===== config.mk =====
export PLATFORM = sky130hd
export DESIGN_NAME = cau_front
export DESIGN_NICKNAME = d
export VERILOG_FILES = /design/src/hw/rtl/cau_pkg.sv /design/src/hw/rtl/cau_front.sv
export SDC_FILE = /design/constraint.sdc
export NUM_CORES = 1
export LEC_CHECK = 0
export ABC_CLOCK_PERIOD_IN_PS = 7600
export BUFFER_PORTS_ARGS = -buffer_cell sky130_fd_sc_hd__buf_4
export CAP_MARGIN = 10
export CORE_MARGIN = 8
export CORE_UTILIZATION = 42
export DETAILED_ROUTE_END_ITERATION = 8
export HOLD_SLACK_MARGIN = 0.02
export PLACE_DENSITY = 0.8
export SLEW_MARGIN = 10
export SYNTH_ARGS = -nofsm -noshare
export SYNTH_HDL_FRONTEND = slang
export SYNTH_SLANG_ARGS = --single-unit
export TNS_END_PERCENT = 50

===== constraint.sdc =====
create_clock -name clock -period 7.6 [get_ports clock]
set_input_delay 0.76 -clock clock [delete_from_list [all_inputs] [get_ports clock]]
set_output_delay 0.76 -clock clock [all_outputs]
set_load 0.01 [all_outputs]

===== src/hw/rtl/cau_pkg.sv =====
// Shared types and codes for the complex arithmetic unit.
package cau_pkg;

   localparam logic [1:0] ACT_ADD = 2'd0;
   localparam logic [1:0] ACT_SUB = 2'd1;
   localparam logic [1:0] ACT_MUL = 2'd2;
   localparam logic [1:0] ACT_DIV = 2'd3;

   localparam logic [1:0] ST_OK   = 2'd0;
   localparam logic [1:0] ST_OVF  = 2'd1;
   localparam logic [1:0] ST_DIV0 = 2'd2;

   typedef struct packed {
      logic [1:0]         action;
      logic signed [31:0] a_re;
      logic signed [31:0] a_im;
      logic signed [31:0] b_re;
      logic signed [31:0] b_im;
   } req_type;

   typedef struct packed {
      logic signed [31:0] res_re;
      logic signed [31:0] res_im;
      logic [1:0]         status;
   } rsp_type;

   // classified item passed from front to back
   typedef struct packed {
      logic [1:0]         action;
      logic               div_zero;
      logic signed [31:0] a_re;
      logic signed [31:0] a_im;
      logic signed [31:0] b_re;
      logic signed [31:0] b_im;
   } cmd_type;

   typedef struct packed {
      logic    push;
      cmd_type cmd;
   } push_type;

endpackage


===== src/hw/rtl/cau_front.sv =====
// Front end: takes items, trims operands to WIDTH bits and flags zero divisors.
module cau_front import cau_pkg::*; #(
   parameter int WIDTH = 32
) (
   input  logic     clock,
   input  logic     reset,
   input  logic     start,
   output logic     busy,
   input  req_type  req_item,
   input  logic     q_full,
   output push_type q_push
);

   logic    front_v_ff, front_v_in;
   cmd_type cmd_ff, cmd_in;
   logic    accept;
   logic    push;

   assign push   = front_v_ff && !q_full;
   assign busy   = reset || (front_v_ff && !push);
   assign accept = start && !busy;

   always_comb begin
      cmd_in.action   = req_item.action;
      cmd_in.a_re     = 32'($signed(req_item.a_re[WIDTH-1:0]));
      cmd_in.a_im     = 32'($signed(req_item.a_im[WIDTH-1:0]));
      cmd_in.b_re     = 32'($signed(req_item.b_re[WIDTH-1:0]));
      cmd_in.b_im     = 32'($signed(req_item.b_im[WIDTH-1:0]));
      cmd_in.div_zero = (req_item.b_re[WIDTH-1:0] == '0) && (req_item.b_im[WIDTH-1:0] == '0);
   end

   always_comb begin
      front_v_in = front_v_ff;
      if (accept) begin
         front_v_in = 1'b1;
      end else if (push) begin
         front_v_in = 1'b0;
      end
   end

   always_ff @(posedge clock) begin
      if (reset) begin
         front_v_ff <= 1'b0;
      end else begin
         front_v_ff <= front_v_in;
      end
   end

   always_ff @(posedge clock) begin
      if (accept) begin
         cmd_ff <= cmd_in;
      end
   end

   assign q_push.push = push;
   assign q_push.cmd  = cmd_ff;

endmodule


# == Yosys cells after proc, flatten, opt, wreduce, memory -nomap -nowiden ==
# Cells that the tools add are included.
# totals
regBits,132
# classes
n_mux,2
n_reduce_logical,11
# op_table
cell,count
32-bit zero test,2
1-bit logical AND,4
1-bit zero test,3
1-bit 2-to-1 mux,2
2-bit nonzero test,1
1-bit logical OR,1

# == Longest topological paths before layout ==
# Gate-level depths: netlist of run 1.
# logic_depth
ltp_word,8
ltp_mapped,3

# == Worst setup path after synthesis of run 1 ==
# No wires, ideal clock.
# synth_timing
path_kind,input to register
startpoint,input q_full
endpoint,"register cmd_ff (netlist bit q_push[0]), enable pin"
setup_time_ns,0.623
arrival_time_ns,6.425
setup_slack_ns,0.552
stages,2
n_path_buf,0
path_cell_list,a21o_1 > nor2_1
# synth_via
elab_chain_len,7
# synth_lines
element,line,text
from (decl),cau_front.sv:10,"input logic q_full,"
1-bit zero test,cau_front.sv:19,assign push = front_v_ff && !q_full;
1-bit logical AND,cau_front.sv:19,
1-bit zero test,cau_front.sv:20,assign busy = reset || (front_v_ff && !push);
1-bit logical AND,cau_front.sv:20,
1-bit logical OR,cau_front.sv:20,
1-bit zero test,cau_front.sv:21,assign accept = start && !busy;
1-bit logical AND,cau_front.sv:21,
named net accept,cau_front.sv:16,logic accept;
to (signal assigned),cau_front.sv:51,cmd_ff <= cmd_in;
to (decl),cau_front.sv:15,"cmd_type cmd_ff, cmd_in;"
# The timed path passes the listed nets, and every way through them passes these cells.
# A chain may end at the register's enable or synchronous reset.

# == Final worst setup path of run 1 ==
# layout_timing
startpoint,input q_full
endpoint,output busy
# layout_via
elab_chain_len,5
# layout_lines
element,line,text
1-bit zero test,cau_front.sv:19,
1-bit logical AND,cau_front.sv:19,
1-bit zero test,cau_front.sv:20,
1-bit logical AND,cau_front.sv:20,
1-bit logical OR,cau_front.sv:20,
to (decl),cau_front.sv:8,"output logic busy,"
# Every way passes these cells.

==> results of run 1 <==
[layer usage]
layer	GRT usage, %	up-vias
met5	0	-
met4	8.32	0
met3	10.1	19
met2	33.1	176
met1	16.0	1288
li1	-	1243
[where the power goes]
| group | leakage, nW | switching, mW | internal [mW] |
|---|---|---|---|
| Clock | 0.297 | 0.285 | 0.562 |
| Combinational | 1.32 | 0.0591 | 0.0781 |
| Sequential | 1.23 | 0.00863 | 0.839 |
| Total | 2.84 | 0.353 | 1.48 |
[kinds of logic after synthesis]
logic type | after synthesis
DFF | 132
and+or+nand+nor | 24
AOI/OAI and AO/OA | 2
buffers and inverters | 2
[worst min path at each step]
stage | slack (ps) | from | end
2_1_floorplan | 470 | front_v_ff | front_v_ff
3_3_place_gp | 490 | front_v_ff | front_v_ff
3_5_place_dp | 510 | front_v_ff | front_v_ff
4_1_cts | 390 | reset | front_v_ff
5_1_grt | 390 | req_item[100] | q_push[100]
6_report | 420 | reset | front_v_ff
[state kept, by name, indices dropped and copies added, names as in the netlist]
name	flops
front_v_ff	1
q_push	131
[layout make-up]
class	count	area (um2)	share of cell area, %
clock buffer	17	414	5.97
clock inverter	15	211	3.05
inverter	1	3.75	0.0541
tap	133	166	2.40
timing repair buffer	268	2010	29.0
sequential	132	3950	57.0
multi-input combinational	26	178	2.56
[worst max-delay path, cell delays in order]
cell and delay, ps:
buf_4 120, a21o_1 210, buf_4 160
[Yosys cell counts]
cell type    n  share of area, %
a21o_1       1              0.18
a21oi_1      1              0.12
buf_4        1              0.18
dfxtp_1      1              0.48
edfxtp_1   131                95
inv_1        1             0.091
nand4_1      4              0.61
nor2_1       2              0.18
nor2b_1      1              0.15
nor4_1      15               2.3
nor4_2       2              0.61
[through the flow]
| stage | cell area [um2] | hold WS (ps) | std cells |
|---|---|---|---|
| 6_report | 6940 | 415 | 592 |
| 5_1_grt | 6940 | 390 | 592 |
| 4_1_cts | 6940 | 391 | 592 |
| 3_5_place_dp | 6310 | 506 | 560 |
| 3_3_place_gp | 6310 | 489 | 560 |
| 2_1_floorplan | 4140 | 466 | 160 |
==> run_results.csv, run 1 <==
group,metric,value,unit
run_status,outcome,"complete, no violations",
yosys,synth_cell_types,11,
worst_setup_path,rr_worst_depth,3,
timing,clock.fmax,497,MHz
worst_setup_path,worstSetupEndpointType,"output port",
clock_tree,clkSinkCount,132,
floorplan,fp.dieH,115,um
floorplan,core,9680,um2
timing,post-route-min-period,2010,ps
hold_path,holdPathStages,2,
yosys,yosysWarningCount,0,
timing,worst_pin_slew,837,ps
clock_tree,clock_latency,510,ps
timing,fin_crit_sh,26.5,%
routing,vias,2726,
routing,wl_met2,6580,um
worst_setup_path,critPathLaunch,"q_full",
timing,tns,0,ps
clock_tree,cts_buffers,17,
worst_setup_path,required,6840,ps
yosys,synthXorXnorAreaFrac,0,%
placement,dpl.hpwl,9790,um
routing,routed_via_density,4.60,
timing,rsz0062_at_grt,"no",
routing,drt_iter0_markers,154,
clock_tree,cts_tree,"built",
floorplan,num_rows,36,
pwr,power_density,264,nW/um2
layout,fillCellCount,617,
clock_tree,holdBufCountCts,0,
floorplan,die-area,13300,um2
routing,wl_met3,1620,um
worst_setup_path,crit_type,"in2out",
clock_tree,cts-htree-levels,4,
yosys,synth-simple-area-share,3.81,%
yosys,muxShareOfSynthArea,0,%
worst_setup_path,reg2reg_slack,5930,ps
global_route,grt_max_degree,71,
routing,drt-met1-wl,3860,um
routing,drtAntennaViolNets,0,
yosys,syn_area,4140,um2
yosys,yosysSeqAreaShare,95.6,%
layout,layout_common_cells,"268 x buf_4, 131 x edfxtp_1, 16 x clkbuf_16, 15 x nor4_1, 5 x bufinv_16",
worst_setup_path,worst_setup_path_start_kind,"input port",
clock_tree,root_buffer,"clkbuf_8",
global_route,antenna_found_initial,0,
clock_tree,cts_setup_buffers,0,
timing,slew_violations,0,
floorplan,fp.dieW,115,um
layout,diodes,0,
clock_tree,cts_resized,0,
clock_tree,clk_path_buf_depth,2,
timing,setup_viol,0,
timing,maxSlewHeadroom,44.2,%
layout,finish.utilization,71.7,%
layout,final_nets,580,
layout,layout_commonest_cell,"buf_4",
routing,wirelength,12400,um
layout,final_layout_size_suffix_gt1_share,65.4,%
yosys,synth_nets,294,
layout,area_growth,67.8,%
placement,dp_slack,5330,ps
pwr,p_leak,2.84,nW
floorplan,ios,267,
yosys,synthAdderAreaFrac,0,%
global_route,grt-ovfl-total,0,
run,cap_viol_max_count,0,
yosys,syn_avg_cell_area,25.8,um2
pwr,power,1.83,mW
pwr,peakVddDrop,0.146,mV
placement,gp_congestion,0.781,
timing,fin_ws,5590,ps
floorplan,start_util,42.7,%
worst_setup_path,reg2reg_to,"q_push[80]",
routing,highest_layer,"met4",
global_route,grt_pass1_vias,3057,
routing,wl_per_cell,20.9,um
worst_setup_path,crit_path_max_fanout,3,
yosys,syn_inst,160,
global_route,grt.total_usage,18.3,%
placement,portBuffers,266,
routing,first_pass_iters,4,
global_route,grt_pass1_wl,17200,um
clock_tree,clk_pin_slew,50,ps
yosys,synth-compound-area-share,0.303,%
timing,finClkSkew,4.12,ps
yosys,synth-seq-cells,132,
worst_setup_path,cp-endpoint,"busy",
yosys,synth_top_family_by_area,"simple AND/OR/NAND/NOR gates",
worst_setup_path,worst_ep_arrival_time,1250,ps
routing,drc,0,
timing,hold_viol,0,
hold_path,hold_path_class,"in2reg",
worst_setup_path,reg2reg_from,"front_v_ff",
Power figures use the tool's default switching activity.
==> run 2: changes to the inputs <==
--- a/config.mk
+++ b/config.mk
@@ -5,14 +5,14 @@
 export SDC_FILE = /design/constraint.sdc
 export NUM_CORES = 1
 export LEC_CHECK = 0
-export ABC_CLOCK_PERIOD_IN_PS = 7600
+export ABC_CLOCK_PERIOD_IN_PS = 1800
 export BUFFER_PORTS_ARGS = -buffer_cell sky130_fd_sc_hd__buf_4
 export CAP_MARGIN = 10
 export CORE_MARGIN = 8
-export CORE_UTILIZATION = 42
+export CORE_UTILIZATION = 38
 export DETAILED_ROUTE_END_ITERATION = 8
 export HOLD_SLACK_MARGIN = 0.02
-export PLACE_DENSITY = 0.8
+export PLACE_DENSITY = 0.76
 export SLEW_MARGIN = 10
 export SYNTH_ARGS = -nofsm -noshare
 export SYNTH_HDL_FRONTEND = slang
==> constraint.sdc (replaced) <==
create_clock -name clock -period 1.8 [get_ports clock]
set_input_delay 0.18 -clock clock [delete_from_list [all_inputs] [get_ports clock]]
set_output_delay 0.18 -clock clock [all_outputs]
set_load 0.01 [all_outputs]
==> run 2 against run 1 <==
  * The run now fails in clock tree synthesis
  * Area after synthesis is the same
  * Synthesized cell count unchanged
==> run_results.csv, run 2 <==
group,metric,value,unit
clock_tree,cts_setup_buffers,0,
clock_tree,holdBufCountCts,122,
placement,dpl.hpwl,9980,um
placement,portBuffers,266,
floorplan,ios,267,
floorplan,fp.dieH,120,um
clock_tree,clkSinkCount,132,
clock_tree,cts_resized,0,
yosys,synth_nets,294,
yosys,synth_top_area_cell,"edfxtp_1",
floorplan,start_util,38.5,%
floorplan,fp.dieW,120,um
yosys,syn_area,4140,um2
clock_tree,clk_path_buf_depth,2,
yosys,synth_common_cells,"131 x edfxtp_1, 15 x nor4_1, 4 x nand4_1",
yosys,synth_cell_types,11,
floorplan,num_rows,38,
placement,dp_slack,389,ps
yosys,synth.area.top_cells,"edfxtp_1 95%, nor4_1 2.3%, nand4_1 0.61%, nor4_2 0.61%, dfxtp_1 0.48%",
yosys,synth.most_common_cell,"edfxtp_1",
run_status,outcome,"stopped before the end",
yosys,synth-seq-cells,132,
yosys,synth_top_area_share,95.1,%
placement,gp_congestion,0.748,
run_status,lastStage,"clock tree synthesis",
run_status,tool.error,"[ERROR RSZ-0060] Max buffer count reached.",
clock_tree,cts-htree-levels,4,
yosys,async_flop_share,0,%
yosys,synth_edf_count,131,
yosys,yosysSeqAreaShare,95.6,%
yosys,syn_avg_cell_area,25.8,um2
yosys,yosysWarningCount,0,
clock_tree,cts_buffers,17,
yosys,ys.flop_type,"edfxtp_1",
clock_tree,root_buffer,"clkbuf_8",
yosys,syn_inst,160,
[run 2: cell counts after synthesis]
Identical to the previous run, type by type.
[run 2: logic make-up after synthesis]
group | share of synthesized area, %
buffers and inverters | 0.272
AO/OA/AOI/OAI | 0.303
AND/OR/NAND/NOR | 3.81
flip-flops | 95.6
[run 2: stage by stage]
stage	util, %	instance area, um2	TNS, ps	hold slack (ps)	instances
after global placement	59.4	6380	0	352	572
after floorplan	-	4140	-141380	252	160
after detailed placement	59.4	6380	0	360	572
==> run 3: changes to the inputs <==
--- a/config.mk
+++ b/config.mk
@@ -5,14 +5,13 @@
 export SDC_FILE = /design/constraint.sdc
 export NUM_CORES = 1
 export LEC_CHECK = 0
-export ABC_CLOCK_PERIOD_IN_PS = 1800
+export ABC_CLOCK_PERIOD_IN_PS = 2300
 export BUFFER_PORTS_ARGS = -buffer_cell sky130_fd_sc_hd__buf_4
 export CAP_MARGIN = 10
 export CORE_MARGIN = 8
-export CORE_UTILIZATION = 38
+export CORE_UTILIZATION = 35
 export DETAILED_ROUTE_END_ITERATION = 8
-export HOLD_SLACK_MARGIN = 0.02
-export PLACE_DENSITY = 0.76
+export PLACE_DENSITY_LB_ADDON = 0.15
 export SLEW_MARGIN = 10
 export SYNTH_ARGS = -nofsm -noshare
 export SYNTH_HDL_FRONTEND = slang
==> constraint.sdc (replaced) <==
create_clock -name clock -period 2.3 [get_ports clock]
set_input_delay 0.23 -clock clock [delete_from_list [all_inputs] [get_ports clock]]
set_output_delay 0.23 -clock clock [all_outputs]
set_load 0.01 [all_outputs]
==> run 3 against run 2 <==
  * The run again fails in clock tree synthesis
  * Area after synthesis did not move
  * Synthesized cell count did not move
==> run_results.csv, run 3 <==
group,metric,value,unit
run_status,outcome,"stopped before the end",
run_status,lastStage,"clock tree synthesis",
run_status,tool.error,"[ERROR RSZ-0060] Max buffer count reached.",
yosys,synth_edf_count,131,
clock_tree,clk_path_buf_depth,2,
yosys,syn_avg_cell_area,25.8,um2
yosys,async_flop_share,0,%
placement,dpl.hpwl,9710,um
yosys,synth_common_cells,"131 x edfxtp_1, 15 x nor4_1, 4 x nand4_1",
clock_tree,root_buffer,"clkbuf_16",
yosys,synth-seq-cells,132,
floorplan,fp.dieH,125,um
yosys,synth.area.top_cells,"edfxtp_1 95%, nor4_1 2.3%, nand4_1 0.61%, nor4_2 0.61%, dfxtp_1 0.48%",
floorplan,num_rows,39,
yosys,syn_area,4140,um2
floorplan,fp.dieW,125,um
placement,portBuffers,266,
yosys,yosysSeqAreaShare,95.6,%
yosys,synth_top_area_share,95.1,%
floorplan,start_util,36.1,%
clock_tree,clkSinkCount,132,
clock_tree,holdBufCountCts,121,
clock_tree,cts-htree-levels,4,
clock_tree,cts_buffers,17,
yosys,synth.most_common_cell,"edfxtp_1",
yosys,ys.flop_type,"edfxtp_1",
yosys,synth_nets,294,
yosys,yosysWarningCount,0,
clock_tree,cts_setup_buffers,0,
yosys,syn_inst,160,
floorplan,ios,267,
placement,gp_congestion,0.743,
yosys,synth_top_area_cell,"edfxtp_1",
clock_tree,cts_resized,0,
placement,dpl_cell_area,6350,um2
yosys,synth_cell_types,11,
## run 3: cell counts after synthesis
No cell type changed its count.
## run 3: cells by family after synthesis
family / synth area share [%]
flops: 95.6
compound gates: 0.303
buf+inv: 0.272
simple gates: 3.81
## run 3: stage by stage
step,setup WS (ps),TNS [ps],std cells
floorplan,-579,-75880,160
global placement,789,0,570
detailed placement,757,0,570
