--- config.mk ---
export PLATFORM = sky130hd
export DESIGN_NAME = cau_queue
export DESIGN_NICKNAME = d
export VERILOG_FILES = /design/src/hw/rtl/cau_pkg.sv /design/src/hw/rtl/cau_queue.sv
export SDC_FILE = /design/constraint.sdc
export NUM_CORES = 1
export LEC_CHECK = 0
export ABC_AREA = 1
export BUFFER_PORTS_ARGS = -buffer_cell sky130_fd_sc_hd__buf_2
export CAP_MARGIN = 30
export CORE_ASPECT_RATIO = 1.2
export CORE_MARGIN = 1
export CORE_UTILIZATION = 52
export DETAILED_ROUTE_END_ITERATION = 10
export GPL_TIMING_DRIVEN = 0
export PLACE_DENSITY = 0.76
export SYNTH_ARGS = -nofsm -noshare
export SYNTH_HDL_FRONTEND = slang
export SYNTH_SLANG_ARGS = --single-unit
--- constraint.sdc ---
create_clock -name clock -period 5.2 [get_ports clock]
set_input_delay 1.04 -clock clock [delete_from_list [all_inputs] [get_ports clock]]
set_output_delay 1.04 -clock clock [all_outputs]
set_load 0.05 [all_outputs]
--- src/hw/rtl/cau_pkg.sv ---
// Shared types and codes for the complex arithmetic unit.
package cau_pkg;

   localparam logic [1:0] ACT_ADD = 2'd0;
   localparam logic [1:0] ACT_SUB = 2'd1;
   localparam logic [1:0] ACT_MUL = 2'd2;
   localparam logic [1:0] ACT_DIV = 2'd3;

   localparam logic [1:0] ST_OK   = 2'd0;
   localparam logic [1:0] ST_OVF  = 2'd1;
   localparam logic [1:0] ST_DIV0 = 2'd2;

   typedef struct packed {
      logic [1:0]         action;
      logic signed [31:0] a_re;
      logic signed [31:0] a_im;
      logic signed [31:0] b_re;
      logic signed [31:0] b_im;
   } req_type;

   typedef struct packed {
      logic signed [31:0] res_re;
      logic signed [31:0] res_im;
      logic [1:0]         status;
   } rsp_type;

   // classified item passed from front to back
   typedef struct packed {
      logic [1:0]         action;
      logic               div_zero;
      logic signed [31:0] a_re;
      logic signed [31:0] a_im;
      logic signed [31:0] b_re;
      logic signed [31:0] b_im;
   } cmd_type;

   typedef struct packed {
      logic    push;
      cmd_type cmd;
   } push_type;

endpackage

--- src/hw/rtl/cau_queue.sv ---
// Two-entry queue between front and back.
module cau_queue import cau_pkg::*; (
   input  logic     clock,
   input  logic     reset,
   input  push_type q_push,
   output logic     q_full,
   output logic     pop_valid,
   output cmd_type  pop_cmd
);

   cmd_type    mem_ff [2];
   logic       wr_ptr_ff, wr_ptr_in;
   logic       rd_ptr_ff, rd_ptr_in;
   logic [1:0] count_ff, count_in;
   logic       pop;

   assign q_full    = (count_ff == 2'd2);
   assign pop       = (count_ff != 2'd0);   // back end never stalls
   assign pop_valid = pop;
   assign pop_cmd   = mem_ff[rd_ptr_ff];

   always_comb begin
      wr_ptr_in = wr_ptr_ff ^ q_push.push;
      rd_ptr_in = rd_ptr_ff ^ pop;
      count_in  = count_ff + 2'(q_push.push) - 2'(pop);
   end

   always_ff @(posedge clock) begin
      if (reset) begin
         wr_ptr_ff <= 1'b0;
         rd_ptr_ff <= 1'b0;
         count_ff  <= 2'd0;
      end else begin
         wr_ptr_ff <= wr_ptr_in;
         rd_ptr_ff <= rd_ptr_in;
         count_ff  <= count_in;
      end
   end

   always_ff @(posedge clock) begin
      if (q_push.push) begin
         mem_ff[wr_ptr_ff] <= q_push.cmd;
      end
   end

endmodule

Word-level counts from Yosys, hierarchy flattened

Memory sizes are Yosys's and may differ from the RTL's. A register that Yosys moved wholly into a read port is not among the register bits.
Cells that the tools add are included.

Register bits: 4
Memory bits (writable): 262
Input bits: 134
Output and inout bits: 133
Logic and storage cells: 13
Memories: 1

$add $sub $neg: 2
Eq/ne operators: 1
Muxes and demuxes: 3
Bitwise operators: 2
Reductions and logical operators: 1

Memories:

| memory | words | width | read ports | clocked after memory_dff | wr ports | RTL line        | RTL |
|---|---|---|---|---|---|---|---|
| mem_ff | 2     | 131   | 1          | 1                        | 1        | cau_queue.sv:11 | `cmd_type mem_ff [2];` |

Operators with widths:

| cell                 | count |
|---|---|
| $mux W1              | 3 |
| $add A2 B1 Y2        | 1 |
| $eq A2 B2 Y1 const B | 1 |
| $reduce_bool A2 Y1   | 1 |
| $sub A2 B1 Y2        | 1 |
| $xor A1 B1 Y1        | 2 |

Depth between registers and ports, before layout

Gate-level depths: netlist of run 1.

Word-level depth: 3
Depth in mapped cells: 6
Gate-level depth less buffers: 6

Worst setup path after synthesis of run 1

OpenSTA, ideal clock, no wires.

Path kind: input port to flip-flop
Start point: in q_push[131] (netlist name)
End point: mem mem_ff[0][0] (netlist name) (enable)
Library setup time: 0.507 ns
Arrival: 4.109 ns
Required time: 4.693 ns
Path slack: 0.585 ns
Cell stages on the path: 1
Buffers on the path: 0
Cell sequence: ha_1

Cells in the longest elaborated chain, start to end: 2

RTL lines:

| what                          | RTL line        | RTL |
|---|---|---|
| start: declaration            | cau_queue.sv:5  | `input push_type q_push,` |
| $mux W1                       | cau_queue.sv:41 | `if (q_push.push) begin` |
| $mux W1 (not written as such) | cau_queue.sv:42 | `mem_ff[wr_ptr_ff] <= q_push.cmd;` |
| end: declaration              | cau_queue.sv:11 |  |

No other way between the ends.

==> run_results.csv, run 1 <==
group,metric,value,unit
yosys,yosys_register_bits,266,
power,irDropWorstVdd,326,uV
min_path,hold_path_depth,3,
run,drv_cap,0,
power,p_sw,1.37,mW
placed_design,dpl.hpwl,13100,um
placed_design,place_area,11500,um^2
cells_and_area,synthToLayoutAreaGrowth,25.6,%
cells_and_area,design_area,12300,um^2
drt,vias_per_cell,4.78,
worst_setup_path,criticalPathCategory,"reg -> out",
global_route,grt_pass1_vias,5946,
drt,dr.pass1.iters,4,
floorplanning,boundaryPins,267,
sta,fmax,341,MHz
global_route,antenna_found_initial,2,
global_route,grt_pass1_wl,29800,um
cells_and_area,drive_gt1_share,32.8,%
min_path,worstHoldStart,"count_ff[1]",
power,combPwrFrac,16.5,%
drt,drtIter0Drc,377,
run_status,outcome,"finished clean",
drt,drc,0,
worst_setup_path,crit_required,4.16,ns
sta,maxSlewViolCount,0,
min_path,hold-path-endpoint,"count_ff[1]",
sta,hold_violations,0,
sta,setup_ws,2.27,ns
placed_design,gp_congestion,0.741,
yosys,avgSynthCellArea,13.7,um^2
clock_tree,root_buffer,"clkbuf_16",
sta,finClkSkew,0.0154,ns
clock_tree,path_clk_slew,0.06,ns
drt,wl_per_cell,15.4,um
worst_setup_path,rrSetupSlack,3.73,ns
power,intPower,3.57,mW
power,p_seq_share,51.2,%
yosys,synth_fp_nets,847,
min_path,min_path_type,"reg -> reg",
sta,period_share,56.3,%
floorplanning,die_y,152,um
clock_tree,clk_latency,0.51,ns
clock_tree,cts_tree,"built",
clock_tree,h-tree-depth,1,
worst_setup_path,critical_path.max_fanout,10,
drt,ant_nets,0,
global_route,met3_usage,6.73,%
clock_tree,numCtsBuffers,25,
global_route,grt_overflow,0,
sta,tightest_slew,0.352,ns
clock_tree,hold_buffers,0,
global_route,grt.total_usage,19.9,%
clock_tree,cts_sinks,266,
floorplanning,core_area,18300,um^2
floorplanning,die_area,19300,um^2
power,clkPwrFrac,32.3,%
yosys,synthCells,710,
floorplanning,row_count,54,
worst_setup_path,arrival,1.89,ns
floorplanning,die_w,127,um
drt,drt-total-wl,19700,um
clock_tree,ctsResizeCount,0,
clock_tree,clockBufferDepth,3,
placed_design,pre_cts_ws,2.79,ns
global_route,grt_max_degree,66,
worst_setup_path,reg2reg_depth,2,
floorplanning,start_util,53.3,%
yosys,yosysSeqAreaShare,81.4,%
global_route,top_usage_layer,"met2",
power,powerDensity,403,nW/um^2
global_route,use_met1,22.0,%
worst_setup_path,r2r_start,"wr_ptr_ff",
sta,rsz0062_at_grt,"no",
sta,relSlewSlack,76.5,%
power,p_total,4.94,mW
global_route,grt_use_met2,35.7,%
yosys,synth_warnings,0,
power,sw_frac_of_total,27.7,%
clock_tree,post_cts_buffers,0,
yosys,synth.distinct_cells,12,
worst_setup_path,r2r-end,"mem_ff[1][54]",
cells_and_area,utilization,66.9,%
placed_design,numPortBuffers,266,
sta,finalSetupViolCount,0,
cells_and_area,nets,1144,
sta,finalCriticalPeriod,2.93,ns
power,p_leak,5.31,nW
worst_setup_path,endpoint_kind,"primary output",
yosys,netlist_area,9760,um^2
worst_setup_path,startpoint_type,"register",
drt,vias,6111,
[layout make-up]
cell class	instances	area (um^2)
Antenna cell	1	2.50
Buffer	29	223
Clock buffer	32	652
Clock inverter	13	60.1
Fill cell	1315	6050
Inverter	6	25.0
Multi-Input combinational cell	409	1590
Sequential cell	266	7950
Tap cell	252	315
Timing Repair Buffer	270	1440
[worst max-delay path, cell delays in order, from the launching register on]
cell	delay, ns
dfxtp_1	0.32
buf_4	0.17
buf_4	0.22
buf_4	0.21
nand2_1	0.07
nand2_1	0.11
buf_2	0.28
[how the worst max path moves through the flow]
stage | from | end | slack, ns | depth (start not counted)
2_1_floorplan | q_push[131] | mem_ff[0][0] | 0.58 | 1
3_3_place_gp | q_push[131] | mem_ff[0][28] | -1.14 | 2
3_5_place_dp | rd_ptr_ff | pop_cmd[59] | 2.79 | 6
4_1_cts | rd_ptr_ff | pop_cmd[59] | 2.22 | 6
5_1_grt | rd_ptr_ff | pop_cmd[59] | 2.15 | 6
6_report | rd_ptr_ff | pop_cmd[58] | 2.27 | 6
[metrics by stage]
| step | cells | hold WS [ns] | TNS [ns] |
|---|---|---|---|
| 2_1_floorplan | 710 | 0.518 | 0 |
| 3_3_place_gp | 1228 | 0.529 | -290.41 |
| 3_5_place_dp | 1232 | 0.542 | 0 |
| 4_1_cts | 1277 | 0.558 | 0 |
| 5_1_grt | 1278 | 0.602 | 0 |
| 6_report | 1278 | 0.553 | 0 |
[routing by layer]
| layer | up-vias | part of all wire [%] |
|---|---|---|
| met3 | 39 | 9.6 |
| met5 | - | 0 |
| met2 | 256 | 51 |
| met4 | 0 | 2.3 |
| li1 | 2988 | - |
| met1 | 2828 | 37 |
[synth_stat cells]
cell	count	area, um^2
dfxtp_1	4	80.1
nand3_1	1	5.00
buf_4	11	82.6
inv_4	1	6.26
nor2_1	8	30.0
ha_1	3	37.5
inv_1	5	18.8
nand2_1	396	1490
edfxtp_1	262	7870
buf_6	8	90.1
buf_2	10	50.1
a21oi_1	1	5.00
[placed cells by master, fill, tap and decap left out]
cell type,count
buf_2,276
inv_4,1
clkbuf_1,7
clkbuf_16,25
ha_4,2
clkinv_1,4
nand3_1,1
nand2_1,396
buf_4,11
buf_6,8
inv_1,5
edfxtp_1,262
dfxtp_1,4
nor2_1,8
a21oi_1,1
ha_1,1
clkinv_2,9
diode_2,1
buf_16,4
[power groups by stage]
stage               clock network (mW)  logic, mW  registers, mW
floorplan                            0      0.567           2.58
global placement                     0      0.788           2.60
detailed placement                   0      0.817           2.57
CTS                               1.63      0.819           2.53
global route                      1.71      0.864           2.54
finish                            1.60      0.813           2.53
[state kept, by name, summed over array words and instances, names as in the netlist]
register,cells
wr_ptr_ff,1
rd_ptr_ff,1
count_ff,2
mem_ff,262
[cells by family after synthesis]
kind of cell	Yosys count	share of synthesized area (%)
fa+ha+maj	3	0.385
simple gates	405	15.6
flops	266	81.4
buf+inv	35	2.54
compound gates	1	0.0512
Power figures use the tool's default switching activity.
==> run 2: changes to the inputs <==
- clock period: 5.2 -> 3.05 ns (I/O delays scaled with it)
==> run_results.csv, run 2 (same netlist as run 1, synthesis figures left out) <==
group,metric,value,unit
placed_design,numPortBuffers,266,
worst_setup_path,endpoint_kind,"primary output",
worst_setup_path,cp_slowest_stage_delay,0.30,ns
floorplanning,row_count,54,
cells_and_area,nets,1144,
power,p_leak,5.31,nW
sta,setup_tns,0,ns
sta,maxSlewViolCount,0,
min_path,worstHoldStart,"reset",
global_route,antenna_found_initial,3,
placed_design,dpl.hpwl,13300,um
drt,wl_per_cell,15.3,um
clock_tree,cts_tree,"built",
cells_and_area,reg_top3,"mem_ff x262, count_ff x2",
placed_design,place_area,11500,um^2
cells_and_area,layout_commonest_cell,"nand2_1",
clock_tree,hold_buffers,0,
sta,setup_ws,0.571,ns
run_status,outcome,"finished clean",
floorplanning,boundaryPins,267,
worst_setup_path,rrSetupSlack,1.44,ns
drt,dr.pass1.iters,4,
worst_setup_path,arrival,1.87,ns
clock_tree,h-tree-depth,1,
sta,finalSetupViolCount,0,
worst_setup_path,crit_family,"buffers and inverters",
global_route,grt_overflow,0,
cells_and_area,drive_gt1_share,32.7,%
global_route,grt.total_usage,20.2,%
worst_setup_path,path_buf_inv,5,
clock_tree,clockBufferDepth,3,
clock_tree,post_cts_buffers,0,
cells_and_area,synthToLayoutAreaGrowth,26.0,%
worst_setup_path,criticalPathCategory,"reg -> out",
clock_tree,path_clk_slew,0.06,ns
drt,ant_nets,0,
worst_setup_path,r2r_start,"wr_ptr_ff",
sta,whs,0.282,ns
sta,finalCriticalPeriod,2.48,ns
worst_setup_path,crit_chain,"buf_4 -> inv_4 -> buf_6 -> buf_6 -> nand2_1 -> nand2_1 -> buf_2",
placed_design,gp_congestion,0.749,
drt,drc,0,
power,irDropWorstVdd,542,uV
sta,relSlewSlack,58.2,%
worst_setup_path,cp_slowest_cell,"dfxtp_1",
min_path,min_path_type,"in -> reg",
min_path,hold-path-endpoint,"wr_ptr_ff",
global_route,grt_pass1_vias,6232,
global_route,grt_max_degree,61,
power,powerDensity,693,nW/um^2
run,drv_cap,0,
floorplanning,die_y,152,um
clock_tree,root_buffer,"clkbuf_16",
sta,hold_violations,0,
worst_setup_path,critical_path.max_fanout,10,
cells_and_area,mostFrequentLayoutCells,"396 x nand2_1, 276 x buf_2, 262 x edfxtp_1",
cells_and_area,design_area,12300,um^2
floorplanning,die_w,127,um
clock_tree,cts_sinks,266,
cells_and_area,utilization,67.2,%
sta,rsz0062_at_grt,"no",
clock_tree,ctsResizeCount,0,
floorplanning,die_area,19300,um^2
clock_tree,numCtsBuffers,25,
min_path,hold_path_depth,2,
worst_setup_path,startpoint_type,"register",
cells_and_area,regMostFlops,"mem_ff",
drt,vias_per_cell,4.79,
placed_design,pre_cts_ws,0.993,ns
worst_setup_path,r2r-end,"mem_ff[1][21]",
worst_setup_path,reg2reg_depth,2,
sta,tightest_slew,0.627,ns
sta,finClkSkew,0.00677,ns
clock_tree,clk_latency,0.51,ns
floorplanning,start_util,53.3,%
floorplanning,core_area,18300,um^2
drt,drt-total-wl,19600,um
sta,period_share,81.3,%
drt,drtIter0Drc,329,
sta,fmax,403,MHz
cells_and_area,largest_reg_flops,262,
global_route,grt_pass1_wl,30200,um
drt,vias,6125,
worst_setup_path,crit_required,2.44,ns
==> run 2: worst max path at each step <==
stage | startpoint | end | slack (ns) | cells past startpoint
after CTS | rd_ptr_ff | pop_cmd[97] | 0.50 | 7
after global placement | q_push[131] | mem_ff[0][30] | -0.69 | 2
after global routing | rd_ptr_ff | pop_cmd[97] | 0.44 | 7
after floorplan | q_push[131] | mem_ff[1][0] | 0.30 | 1
final | rd_ptr_ff | pop_cmd[97] | 0.57 | 7
after detailed placement | q_push[131] | mem_ff[1][27] | 0.99 | 3
==> run 2: layout make-up <==
class,instances,area [um^2]
Antenna cell,2,5.00
Buffer,29,223
Clock buffer,29,641
Clock inverter,17,113
Fill cell,1303,6010
Inverter,6,25.0
Multi-Input combinational cell,409,1590
Sequential cell,266,7950
Tap cell,252,315
Timing Repair Buffer,270,1440
==> run 2: metrics by stage <==
step / total power, mW / instances
6_report: 8.52 / 1280
5_1_grt: 8.84 / 1279
4_1_cts: 8.60 / 1278
3_5_place_dp: 5.78 / 1232
3_3_place_gp: 5.74 / 1228
2_1_floorplan: 5.36 / 710
==> run 2: report_power, final <==
group          internal [mW]  leakage (nW)  switching, mW
clock                   1.59         0.354           1.24
combinational          0.316          2.46           1.07
sequential              4.26          2.49         0.0478
total                   6.17          5.31           2.35
==> run 2: routing by layer <==
metal | share of wire (%) | global-route usage [%] | vias up
met2 | 52 | 36.9 | 240
met4 | 2.3 | 6.80 | 0
met5 | 0 | 0 | -
li1 | - | - | 2993
met3 | 10 | 6.90 | 41
met1 | 36 | 21.6 | 2851
==> run 3: changes to the inputs <==
- ABC_AREA: 1 -> 0
- clock period: 3.05 -> 2.5 ns (I/O delays scaled with it)
==> run_results.csv, run 3 <==
group,metric,value,unit
run_status,outcome,"finished clean",
yosys,synth.largest_area_cell,"edfxtp_1",
power,p_leak,4.86,nW
floorplanning,die_y,153,um
clock_tree,cts_sinks,266,
sta,finClkSkew,0.00571,ns
placed_design,dpl.hpwl,12300,um
floorplanning,core_area,18400,um^2
drt,drt-total-wl,18100,um
yosys,avgSynthCellArea,23.2,um^2
cells_and_area,drive_gt1_share,61.2,%
clock_tree,root_buffer,"clkbuf_16",
floorplanning,boundaryPins,267,
worst_setup_path,critical_path.max_fanout,10,
worst_setup_path,arrival,1.91,ns
worst_setup_path,startpoint_type,"register",
yosys,async_flop_share,0,%
yosys,synth_edf_count,262,
power,p_seq_share,49.1,%
drt,drc,0,
power,combPwrFrac,15.3,%
cells_and_area,nets,862,
yosys,yosys_register_bits,266,
placed_design,numPortBuffers,266,
cells_and_area,reg_top3,"mem_ff x262, count_ff x2",
clock_tree,path_clk_slew,0.06,ns
clock_tree,post_cts_buffers,0,
cells_and_area,synthToLayoutAreaGrowth,26.5,%
power,powerDensity,854,nW/um^2
drt,dr.pass1.iters,4,
min_path,min_path_type,"in -> reg",
worst_setup_path,crit_chain,"buf_6 -> buf_6 -> buf_6 -> mux2_4 -> buf_2",
cells_and_area,largest_reg_flops,262,
clock_tree,numCtsBuffers,26,
worst_setup_path,endpoint_kind,"primary output",
power,intPower,7.99,mW
sta,rsz0062_at_grt,"no",
cells_and_area,layout_commonest_cell,"buf_2",
placed_design,pre_cts_ws,0.564,ns
sta,tightest_slew,0.612,ns
global_route,grt_pass1_vias,5434,
sta,relSlewSlack,59.2,%
power,p_sw,2.72,mW
drt,vias_per_cell,4.99,
run,drv_cap,0,
worst_setup_path,criticalPathCategory,"reg -> out",
sta,hold_violations,0,
global_route,grt_pass1_wl,27500,um
cells_and_area,regMostFlops,"mem_ff",
floorplanning,die_area,19600,um^2
worst_setup_path,path_buf_inv,4,
yosys,yosysSeqAreaShare,80.1,%
yosys,yosysMostFrequentCell,"edfxtp_1",
yosys,synth_fp_nets,564,
yosys,yosysTopAreaCellShare,79.3,%
drt,wl_per_cell,18.1,um
clock_tree,ctsResizeCount,0,
floorplanning,row_count,54,
global_route,grt.total_usage,18.3,%
sta,period_share,96.6,%
yosys,synthFlopType,"edfxtp_1",
global_route,grt_max_degree,55,
sta,finalCriticalPeriod,2.41,ns
floorplanning,die_w,128,um
sta,setup_ws,0.0856,ns
worst_setup_path,cp_slowest_stage_delay,0.33,ns
yosys,synth_warnings,0,
yosys,netlist_area,9920,um^2
cells_and_area,mostFrequentLayoutCells,"272 x buf_2, 262 x edfxtp_1, 68 x mux2_4",
power,clkPwrFrac,35.6,%
worst_setup_path,crit_required,2.00,ns
worst_setup_path,cp_common_cell,"buf_6",
worst_setup_path,crit_family,"buffers and inverters",
worst_setup_path,cp_slowest_cell,"dfxtp_1",
yosys,synthCells,427,
yosys,synth.distinct_cells,16,
placed_design,gp_congestion,0.712,
drt,vias,4994,
cells_and_area,design_area,12600,um^2
sta,fmax,414,MHz
yosys,synth_area_leaders,"edfxtp_1 79%, mux2_4 10%, mux2_2 7.2%",
clock_tree,hold_buffers,0,
global_route,antenna_found_initial,5,
clock_tree,cts_tree,"built",
drt,drtIter0Drc,267,
drt,ant_nets,0,
global_route,grt_overflow,0,
clock_tree,clk_latency,0.51,ns
placed_design,place_area,11700,um^2
floorplanning,start_util,53.8,%
clock_tree,clockBufferDepth,3,
clock_tree,h-tree-depth,1,
power,sw_frac_of_total,25.4,%
power,irDropWorstVdd,628,uV
cells_and_area,n_fill_cell,1181,
sta,maxSlewViolCount,0,
yosys,synthTopCellsByCount,"262 x edfxtp_1, 68 x mux2_4, 63 x mux2_2",
sta,finalSetupViolCount,0,
-- run 3: logic make-up after synthesis --
| group | synth area share, % |
|---|---|
| DFF | 80.1 |
| buffers and inverters | 1.36 |
| and+or+nand+nor | 0.467 |
| AOI/OAI and AO/OA | 0.227 |
| muxes | 17.4 |
| adders and majority gates | 0.378 |
-- run 3: layer usage --
| metal | share of wire, % | track usage, % | vias up |
|---|---|---|---|
| met2 | 53 | 33.1 | 205 |
| li1 | - | - | 2305 |
| met3 | 8.4 | 5.99 | 44 |
| met4 | 3.0 | 7.34 | 4 |
| met5 | 0.13 | 0 | - |
| met1 | 35 | 19.5 | 2436 |
-- run 3: per-stage QoR --
step                cells  hold slack, ns  utilization (%)  TNS, ns  power, mW
finish               1000           0.176             68.0        0       10.7
floorplan             427           0.503                -        0       6.57
detailed placement    949           0.561             63.4        0       7.01
CTS                   997           0.157             68.0        0       10.8
global placement      945           0.524             62.8   -0.117       6.94
global route         1000           0.145             68.0        0       11.1
-- run 3: area by class of cell --
| class | count | area (um^2) | area share (%) |
|---|---|---|---|
| plain buffers | 15 | 131 | 1.05 |
| diodes | 3 | 7.51 | 0.0598 |
| flip-flops and latches | 266 | 7950 | 63.3 |
| clock inverters | 16 | 155 | 1.24 |
| well taps | 252 | 315 | 2.51 |
| clock buffers | 32 | 694 | 5.53 |
| repair buffers | 270 | 1430 | 11.4 |
| multi-input cells | 145 | 1860 | 14.8 |
| inverters | 1 | 3.75 | 0.0299 |
-- run 3: final timing paths --
check / from / end / cells after the start / slack, ns
setup / recovery: rd_ptr_ff / pop_cmd[118] / 5 / 0.09
setup reg to reg: wr_ptr_ff / mem_ff[0][122] / 3 / 0.84
hold / removal: q_push[7] / mem_ff[1][7] / 1 / 0.18
hold reg to reg: count_ff[1] / count_ff[1] / 2 / 0.56
-- run 3: worst register-to-register path, stage by stage, from the launching register on --
cell,delay (ns)
dfxtp_1,0.34
inv_1,0.10
ha_4,0.54
buf_16,0.34
-- run 3: power groups by stage --
stage               Combinational (mW)  Clock [mW]  Sequential, mW
floorplan                         1.23           0            5.34
global placement                  1.59           0            5.35
CTS                               1.65        3.90            5.27
global route                      1.71        4.08            5.28
detailed placement                1.65           0            5.36
finish                            1.64        3.81            5.26
